--- config.mk ---
export PLATFORM = sky130hd
export DESIGN_NAME = bba_find_clear
export DESIGN_NICKNAME = d
export VERILOG_FILES = /design/src/design/bba_find_clear.sv
export SDC_FILE = /design/constraint.sdc
export NUM_CORES = 1
export LEC_CHECK = 0
export BUFFER_PORTS_ARGS = -buffer_cell sky130_fd_sc_hd__buf_2
export CORE_MARGIN = 1.5
export CORE_UTILIZATION = 40
export DETAILED_ROUTE_END_ITERATION = 10
export PLACE_DENSITY = 0.67
export SYNTH_ARGS = -nofsm -noshare
export SYNTH_HDL_FRONTEND = slang
export SYNTH_SLANG_ARGS = --single-unit
export TNS_END_PERCENT = 1
--- constraint.sdc ---
create_clock -name vclk -period 2.3
set_clock_uncertainty 0.2 [all_clocks]
set_input_delay 0.23 -clock vclk [all_inputs]
set_output_delay 0.23 -clock vclk [all_outputs]
set_load 0.01 [all_outputs]
--- src/design/bba_find_clear.sv ---
`default_nettype none

module bba_find_clear #(
  parameter int WORD_BITS = 32,
  parameter int IW        = $clog2(WORD_BITS)
) (
  input  wire logic [WORD_BITS-1:0] word,
  input  wire logic [IW-1:0]        lo,
  input  wire logic [IW-1:0]        hi,
  output logic                      found,
  output logic      [IW-1:0]        idx
);

  // Pick the lowest clear bit inside the window lo..hi
  always_comb begin
    found = 1'b0;
    idx   = '0;
    for (int i = WORD_BITS - 1; i >= 0; i--) begin
      if (!word[i] && (i >= int'(lo)) && (i <= int'(hi))) begin
        found = 1'b1;
        idx   = IW'(i);
      end
    end
  end

endmodule

`default_nettype wire

==> summary.txt, run 1 <==
Route
  – DR DRC count: 0
  – Detailed-router iteration count before antenna repair: 4
  – Final WL: 5.96 mm
  – Drt initial violations: 129
  – Drt via density: 6.12
  – Via count: 2198
  – Post-DRT Antenna Nets: 0
  – Routed WL per cell: 16.6 microns

Timing
  – Fin crit period: 2370 ps
  – Setup TNS Final: -240 ps
  – Max Freq: 0.422 GHz
  – Worst Tran Pin Value: 331 ps
  – Final hold violation count: 0
  – Final cycle utilization of the critical path: 1.03
  – Final WS setup: -69.7 ps
  – Slew HR: 0.776
  – RSZ-0062 raised after global routing: yes
  – Final Max Slew Viols: 0
  – Final setup vio count: 4

Final layout
  – Design Area, Final: 2330 sq um
  – Register area: 0 sq um
  – Total Nets Final: 359
  – Diode count: 0
  – Share of cells above drive strength 1: 0.514
  – FF+latch count: 0
  – Syn-to-layout area delta: 82.5%
  – Area occupied by multi-input gates: 1290 sq um
  – Util after Layout: 0.763
  – # fillers: 245
  – Clock buffer count: 0

Yosys
  – Mapped Nets: 247
  – Mapped Cells: 205
  – Post-synth cell types: 55
  – Seq/Total Area, Yosys: 0
  – Yosys warning total: 0
  – Average size of a mapped cell: 6.23 sq um
  – Synthesized area: 1280 sq um

Place
  – Placed inst area: 2030 sq um
  – PortBufs: 48
  – Pre-CTS setup slack: -286 ps
  – Detail Placement HPWL: 4.61 mm
  – Placer Congestion: 0.986

Min path
  – Worst min path class: primary input to primary output

Floorplanning
  – FP Rows: 20
  – Die width: 59.5 microns
  – Die area: 3540 sq um
  – Core area: 3050 sq um
  – Initial Util: 0.418
  – Die span in y: 59.5 microns
  – Num ports: 48

Global routing
  – Vias in the first global route: 2098
  – Largest net degree at the start of global routing: 15
  – GRT Total Usage: 0.343
  – GRT overflow: 0
  – Antenna violations before repair: 0
  – First-pass GRT wire length: 9.36 mm

Pwr
  – Pwr dens: 213 nW/um^2
  – Maximum vdd drop: 0.115 mV
  – Static leakage: 1.05 nW

Flow run
  – Max_cap viols: 0

Critical path
  – Worst setup SP type: primary input
  – WS Path Type: primary input to primary output
  – Critical path fanouts, max: 9
  – WP data arrival: 1940 ps
  – Crit path capture type: primary output
  – Crit path required time: 1870 ps

Outcome
  – Status: finished with violations
  – Failing checks: negative setup slack
==> final timing paths <==
kind / end / from / depth (start not counted) / slack (ps)
min: idx[0] / word[8] / 6 / 800
max: idx[4] / hi[1] / 9 / -70
==> worst max-delay path, cell delays in order <==
cell	delay, ps
buf_12	110
buf_4	160
or4_1	480
and2_1	160
o21ai_2	170
nand2b_1	140
nor3_2	170
nor2b_1	170
buf_2	140
==> cell usage in the layout, fill, tap and decap left out, drive strengths merged, types with 3 or more instances in the layout <==
cell type	Yosys	final
buf	18	128
a21oi	25	25
nand2	18	18
nor3	15	15
o21ai	15	15
nor2	14	14
nand3	6	6
or3	6	6
inv	5	5
nor4	5	5
and2	4	4
a21o	4	4
a211oi	4	4
a31oi	4	4
o21a	4	4
and3	4	4
o31ai	3	3
nor2b	3	3
a2111o	3	3
a211o	3	3
nand4	3	3
a221oi	3	3
or4	3	3
==> kinds of logic (layout without fill, tap and decap cells) <==
kind of cell    after synthesis  after routing  share of synthesized area
compound gates               94             94                      0.522
simple gates                 88             88                      0.362
buf+inv                      23            133                      0.117
==> report_power, final <==
| group | internal (mW) | switching (mW) |
|---|---|---|
| clock network | 0 | 0 |
| registers | 0 | 0 |
| logic | 0.253 | 0.244 |
==> per-layer routing <==
metal / track usage / up-vias / wire [microns]
met5: 0 / - / 0
met1: 0.440 / 1023 / 2480
met3: 0.0218 / 19 / 446
li1: - / 1040 / -
met4: 0.114 / 0 / 193
met2: 0.601 / 116 / 2840
==> final cells by class <==
cell class	count	area share
well taps	44	0.0236
repair buffers	128	0.413
multi-input cells	182	0.555
inverters	5	0.00806
==> timing repair <==
item / in CTS / in global routing
hold buffers: 0 / 0
pin swaps: 19 / 8
gates resized for setup: 55 / 12
buffers inserted: 5 / 2
endpoints found under the setup margin: 6 / 6
==> synth_stat cells, types with 3 or more instances <==
cell,number,area share
or3_1,6,0.029
inv_1,5,0.015
buf_6,4,0.035
or4_1,3,0.018
nor2b_1,3,0.015
nor3_1,15,0.059
a2111o_1,3,0.026
o21a_1,4,0.024
nand4_1,3,0.015
o21ai_0,13,0.051
nor4_1,5,0.025
a21o_1,4,0.024
nor2_1,14,0.041
o31ai_1,3,0.018
buf_2,8,0.031
a211oi_1,4,0.024
buf_4,6,0.035
and3_1,4,0.020
nand2_1,17,0.050
nand3_1,6,0.024
and2_1,4,0.020
a211o_1,3,0.021
a31oi_1,4,0.020
a21oi_1,25,0.098
==> metrics by stage <==
step	hold slack (ps)	power (mW)	instances
CTS	798	0.473	357
finish	796	0.497	359
floorplan	649	0.220	205
global route	869	0.533	359
global placement	825	0.410	352
detailed placement	813	0.414	352
No activity file was read; power rests on OpenSTA's default activity.
==> inputs of run 2 (changes only) <==
--- a/config.mk
+++ b/config.mk
@@ -6,7 +6,6 @@
 export NUM_CORES = 1
 export LEC_CHECK = 0
 export BUFFER_PORTS_ARGS = -buffer_cell sky130_fd_sc_hd__buf_2
-export CORE_MARGIN = 1.5
 export CORE_UTILIZATION = 40
 export DETAILED_ROUTE_END_ITERATION = 10
 export PLACE_DENSITY = 0.67
==> constraint.sdc (replaced) <==
create_clock -name vclk -period 2.8
set_clock_uncertainty 0.2 [all_clocks]
set_input_delay 0.28 -clock vclk [all_inputs]
set_output_delay 0.28 -clock vclk [all_outputs]
set_load 0.01 [all_outputs]
==> summary.txt, run 2 (same netlist as run 1, synthesis figures left out) <==
Critical path
  – Crit path required time: 2320 ps (+450 ps)
  – Worst setup SP type: primary input
  – WS Path Type: primary input to primary output
  – Crit path capture type: primary output
  – WP data arrival: 2210 ps (+270 ps)
  – Critical path fanouts, max: 14 (+5)

Route
  – Routed WL per cell: 15.7 microns (-5.7%)
  – Post-DRT Antenna Nets: 0 (unchanged)
  – DR WL met3: 367 microns (-18%)
  – Detailed-router iteration count before antenna repair: 4 (unchanged)
  – Highest metal used: met4
  – DR DRC count: 0 (unchanged)
  – Drt via density: 6.36 (+3.9%)
  – Met1 wire length: 2.04 mm (-18%)
  – Final WL: 4.52 mm (-24%)
  – Routed length on met2: 1.97 mm (-30%)
  – Drt initial violations: 131 (+1.6%)
  – Via count: 1839 (-16%)

Final layout
  – FF+latch count: 0 (unchanged)
  – Diode count: 0 (unchanged)
  – Area occupied by multi-input gates: 1140 sq um (-12%)
  – Clock buffer count: 0 (unchanged)
  – Most frequent cells in the layout: 48 x buf_2, 23 x a21oi_1, 17 x nand2_1, 15 x nor3_1, 14 x nor2_1
  – Util after Layout: 0.505 (-0.257)
  – Syn-to-layout area delta: 19.9%
  – # fillers: 343 (+40%)
  – Register area: 0 sq um (unchanged)
  – Total Nets Final: 289 (-19%)
  – Commonest non-fill, non-tap cell in the layout: buf_2
  – Share of cells above drive strength 1: 0.269 (-0.245)

Timing
  – Final hold violation count: 0 (unchanged)
  – Final cycle utilization of the critical path: 0.961
  – Fin crit period: 2690 ps
  – Final Max Slew Viols: 0 (unchanged)
  – Setup TNS Final: 0 ps (+240 ps)
  – Max Freq: 0.372 GHz
  – RSZ-0062 raised after global routing: no
  – Worst Tran Pin Value: 539 ps (+208 ps)
  – Final WS setup: 110 ps (+180 ps)
  – Final setup vio count: 0 (-4)
  – Slew HR: 0.631 (-0.145)

Pwr
  – Static leakage: 0.644 nW (-39%)
  – Pwr dens: 176 nW/um^2 (-17%)
  – Maximum vdd drop: 0.0912 mV (-21%)
  – Total Power: 0.270 mW (-46%)

Clock network
  – CTS Hold Bufs: 0 (unchanged)

Floorplanning
  – Die width: 58.5 microns (-1.7%)
  – Core area: 3030 sq um (-0.82%)
  – Die span in y: 58.5 microns (-1.7%)
  – Die area: 3420 sq um (-3.3%)
  – Initial Util: 0.421 (+0.00345)
  – FP Rows: 20 (unchanged)
  – Num ports: 48 (unchanged)

Flow run
  – Max_cap viols: 0 (unchanged)

Global routing
  – Largest net degree at the start of global routing: 22 (+7)
  – Antenna violations before repair: 0 (unchanged)
  – Vias in the first global route: 1643 (-22%)
  – GRT Total Usage: 0.268 (-0.0748)
  – First-pass GRT wire length: 7.34 mm (-22%)
  – GRT overflow: 0 (unchanged)

Place
  – Pre-CTS setup slack: 122 ps (+408 ps)
  – PortBufs: 48 (unchanged)
  – Placer Congestion: 0.951 (-3.6%)
  – Detail Placement HPWL: 3.65 mm (-21%)

Min path
  – Hold depth: 6 (unchanged)
  – Worst min path class: primary input to primary output
  – Min-delay src: word[8]
  – Hold worst-path end: idx[0]

Outcome
  – Status: completed
==> run 2: cell types whose count changed in the layout (fill, tap and decap cells not counted), sizes merged <==
cell | before | now
buf | 128 | 58
==> run 2: how the worst max path moves through the flow <==
stage                     depth (start not counted)  slack [ps]   from      to
after CTS                                         8         120  hi[1]   found
after global routing                              8          20  hi[3]   found
after detailed placement                          8         120  hi[1]   found
after global placement                            8         170  hi[4]  idx[0]
final                                             7         110  hi[4]  idx[0]
after floorplan                                   7         490  lo[3]  idx[0]
==> run 2: per-stage QoR <==
stage	instances	cell area, sq um	hold WS (ps)
after global routing	289	1530	955
final	289	1530	905
after CTS	289	1520	905
after global placement	289	1520	914
after floorplan	205	1280	749
after detailed placement	289	1520	900
==> run 2: final cells by class <==
cell class,count,area share
multi-input combinational,182,0.746
timing repair buffer,58,0.206
tap,44,0.0360
inverter,5,0.0123
==> run 2: worst max-delay path, stage by stage <==
cell	delay [ps]
buf_2	220
a21bo_1	270
or3_1	390
and3_1	200
or4_1	560
a21oi_1	150
buf_2	140
==> run 2: what timing repair did <==
action / in CTS / in global routing
hold endpoints to repair: 0 / 0
setup endpoints to repair: 0 / 2
gates resized for setup: 0 / 3
setup buffers: 0 / 0
==> run 2: power breakdown <==
| group | leakage, nW | switching (mW) | internal, mW |
|---|---|---|---|
| logic | 0.644 | 0.157 | 0.112 |
| clock network | 0 | 0 | 0 |
| registers | 0 | 0 | 0 |
| total | 0.644 | 0.157 | 0.112 |
==> run 2: per-layer routing <==
| layer | vias up | track usage |
|---|---|---|
| met4 | 0 | 0.0884 |
| met3 | 13 | 0.0110 |
| met5 | - | 0 |
| li1 | 899 | - |
| met2 | 94 | 0.433 |
| met1 | 833 | 0.382 |
==> inputs of run 3 (changes only) <==
--- a/config.mk
+++ b/config.mk
@@ -6,6 +6,7 @@
 export NUM_CORES = 1
 export LEC_CHECK = 0
 export BUFFER_PORTS_ARGS = -buffer_cell sky130_fd_sc_hd__buf_2
+export CORE_ASPECT_RATIO = 1.25
 export CORE_UTILIZATION = 40
 export DETAILED_ROUTE_END_ITERATION = 10
 export PLACE_DENSITY = 0.67
==> constraint.sdc (replaced) <==
create_clock -name vclk -period 2.8
set_clock_uncertainty 0.2 [all_clocks]
set_input_delay 0.14 -clock vclk [all_inputs]
set_output_delay 0.14 -clock vclk [all_outputs]
set_load 0.05 [all_outputs]
==> summary.txt, run 3 (same netlist as run 1, synthesis figures left out) <==
Pwr
  – Sequential Power Share: 0 (unchanged)
  – Net Sw Frac: 0.652 (+0.0684)
  – Maximum vdd drop: 0.203 mV (+120%)
  – Clock Power Share: 0 (unchanged)
  – Static leakage: 0.629 nW (-2.4%)
  – Cell-internal power: 0.108 mW (-3.7%)
  – Pwr dens: 210 nW/um^2 (+19%)
  – Switch Pwr: 0.203 mW (+29%)
  – Comb pwr share: 1.000 (about the same)
  – Total Power: 0.311 mW (+15%)

Route
  – Post-DRT Antenna Nets: 0 (unchanged)
  – Drt via density: 6.53 (+2.5%)
  – Routed WL per cell: 15.8 microns (+0.74%)
  – Final WL: 4.38 mm (-3.1%)
  – Detailed-router iteration count before antenna repair: 4 (unchanged)
  – Via count: 1814 (-1.4%)
  – Drt initial violations: 87 (-34%)
  – DR DRC count: 0 (unchanged)

Min path
  – Worst min path class: primary input to primary output
  – Min-delay src: word[8]

Timing
  – Setup TNS Final: 0 ps (unchanged)
  – Max Freq: 0.373 GHz (+0.21%)
  – RSZ-0062 raised after global routing: no
  – Final setup vio count: 0 (unchanged)
  – Final Max Slew Viols: 0 (unchanged)
  – Slew HR: 0.571 (-0.0601)
  – Fin Hold WS: 796 ps (-110 ps)
  – Worst Tran Pin Value: 637 ps (+97.4 ps)
  – Final hold violation count: 0 (unchanged)
  – Fin crit period: 2680 ps (-5.62 ps)
  – Final cycle utilization of the critical path: 0.959 (-0.00201)
  – Final WS setup: 116 ps (+5.62 ps)

Global routing
  – Antenna violations before repair: 0 (unchanged)
  – Grt peak-use layer: met2
  – GRT Total Usage: 0.257 (-0.0110)
  – Met3 GRT Util: 0.00926 (-0.00173)
  – Met1 usage: 0.364 (-0.0184)
  – GRT overflow: 0 (unchanged)
  – First-pass GRT wire length: 6.94 mm (-5.4%)
  – Largest net degree at the start of global routing: 22 (unchanged)
  – Vias in the first global route: 1541 (-6.2%)
  – Met2 usage: 0.424 (-0.00945)

Floorplanning
  – Die span in y: 65.2 microns (+11%)
  – Initial Util: 0.425 (+0.00387)
  – Num ports: 48 (unchanged)
  – Core area: 3000 sq um (-0.91%)
  – FP Rows: 22 (+10%)
  – Die area: 3420 sq um (about the same)
  – Die width: 52.5 microns (-10%)

Final layout
  – Commonest non-fill, non-tap cell in the layout: buf_2
  – Syn-to-layout area delta: 16.3%
  – Final Non-Filler Cells: 278 (-3.8%)
  – Diode count: 0 (unchanged)
  – Clock buffer count: 0 (unchanged)
  – Total Nets Final: 286 (-1.0%)
  – Design Area, Final: 1480 sq um (-3.0%)
  – Register area: 0 sq um (unchanged)
  – Most frequent cells in the layout: 48 x buf_2, 25 x a21oi_1, 17 x nand2_1, 15 x nor3_1, 14 x nor2_1
  – Area occupied by multi-input gates: 1130 sq um (-1.2%)
  – FF+latch count: 0 (unchanged)
  – # fillers: 338 (-1.5%)
  – Util after Layout: 0.495 (-0.0108)
  – Share of cells above drive strength 1: 0.248 (-0.0215)

Critical path
  – CP max-delay cell: or4_1
  – WP data arrival: 2340 ps (+130 ps)
  – Slowest stage delay, CP: 450 ps (-110 ps)
  – Crit path required time: 2460 ps (+140 ps)
  – Crit-path cells: buf_2, a21bo_1, or3_1, a21oi_1, a211oi_1, or4_1, a21oi_1, buf_2
  – Crit path capture type: primary output
  – Critical path fanouts, max: 21 (+7)
  – WS Path Type: primary input to primary output
  – Worst setup SP type: primary input
  – Worst Setup SP: hi[4]

Clock network
  – Setup bufs post-CTS: 0 (unchanged)
  – CTS Hold Bufs: 0 (unchanged)
  – Post_cts resized: 0 (unchanged)

Place
  – Dpl cells: 278 (-3.8%)
  – Detail Placement HPWL: 3.52 mm (-3.4%)
  – Pre-CTS setup slack: 160 ps (+37.8 ps)
  – Placed inst area: 1480 sq um (-2.1%)
  – PortBufs: 48 (unchanged)
  – Placer Congestion: 0.911 (-4.1%)

Outcome
  – Status: completed

Flow run
  – Max_cap viols: 0 (unchanged)
[run 3: worst paths after layout]
check / endpoint / depth (start not counted) / slack, ps
max: idx[0] / 8 / 120
min: idx[0] / 6 / 800
[run 3: critical path, delay by kind of cell]
family | cells | cell delay (ps)
AND/OR/NAND/NOR | 2 | 820
AO/OA/AOI/OAI | 4 | 800
buffers and inverters | 2 | 580
[run 3: final cells by class]
type                       count  area share
timing repair buffer          55       0.197
multi-input combinational    182       0.760
tap                           36      0.0304
inverter                       5      0.0126
[run 3: routing by layer]
metal	vias up	routed length [microns]
met1	821	1940
met4	0	103
met2	89	2050
met5	-	0
li1	895	-
met3	9	293
[run 3: power by group through the flow]
| stage | clock network [mW] | logic [mW] | registers, mW |
|---|---|---|---|
| final | 0 | 0.311 | 0 |
| after global placement | 0 | 0.304 | 0 |
| after detailed placement | 0 | 0.305 | 0 |
| after floorplan | 0 | 0.230 | 0 |
| after global routing | 0 | 0.334 | 0 |
| after CTS | 0 | 0.306 | 0 |
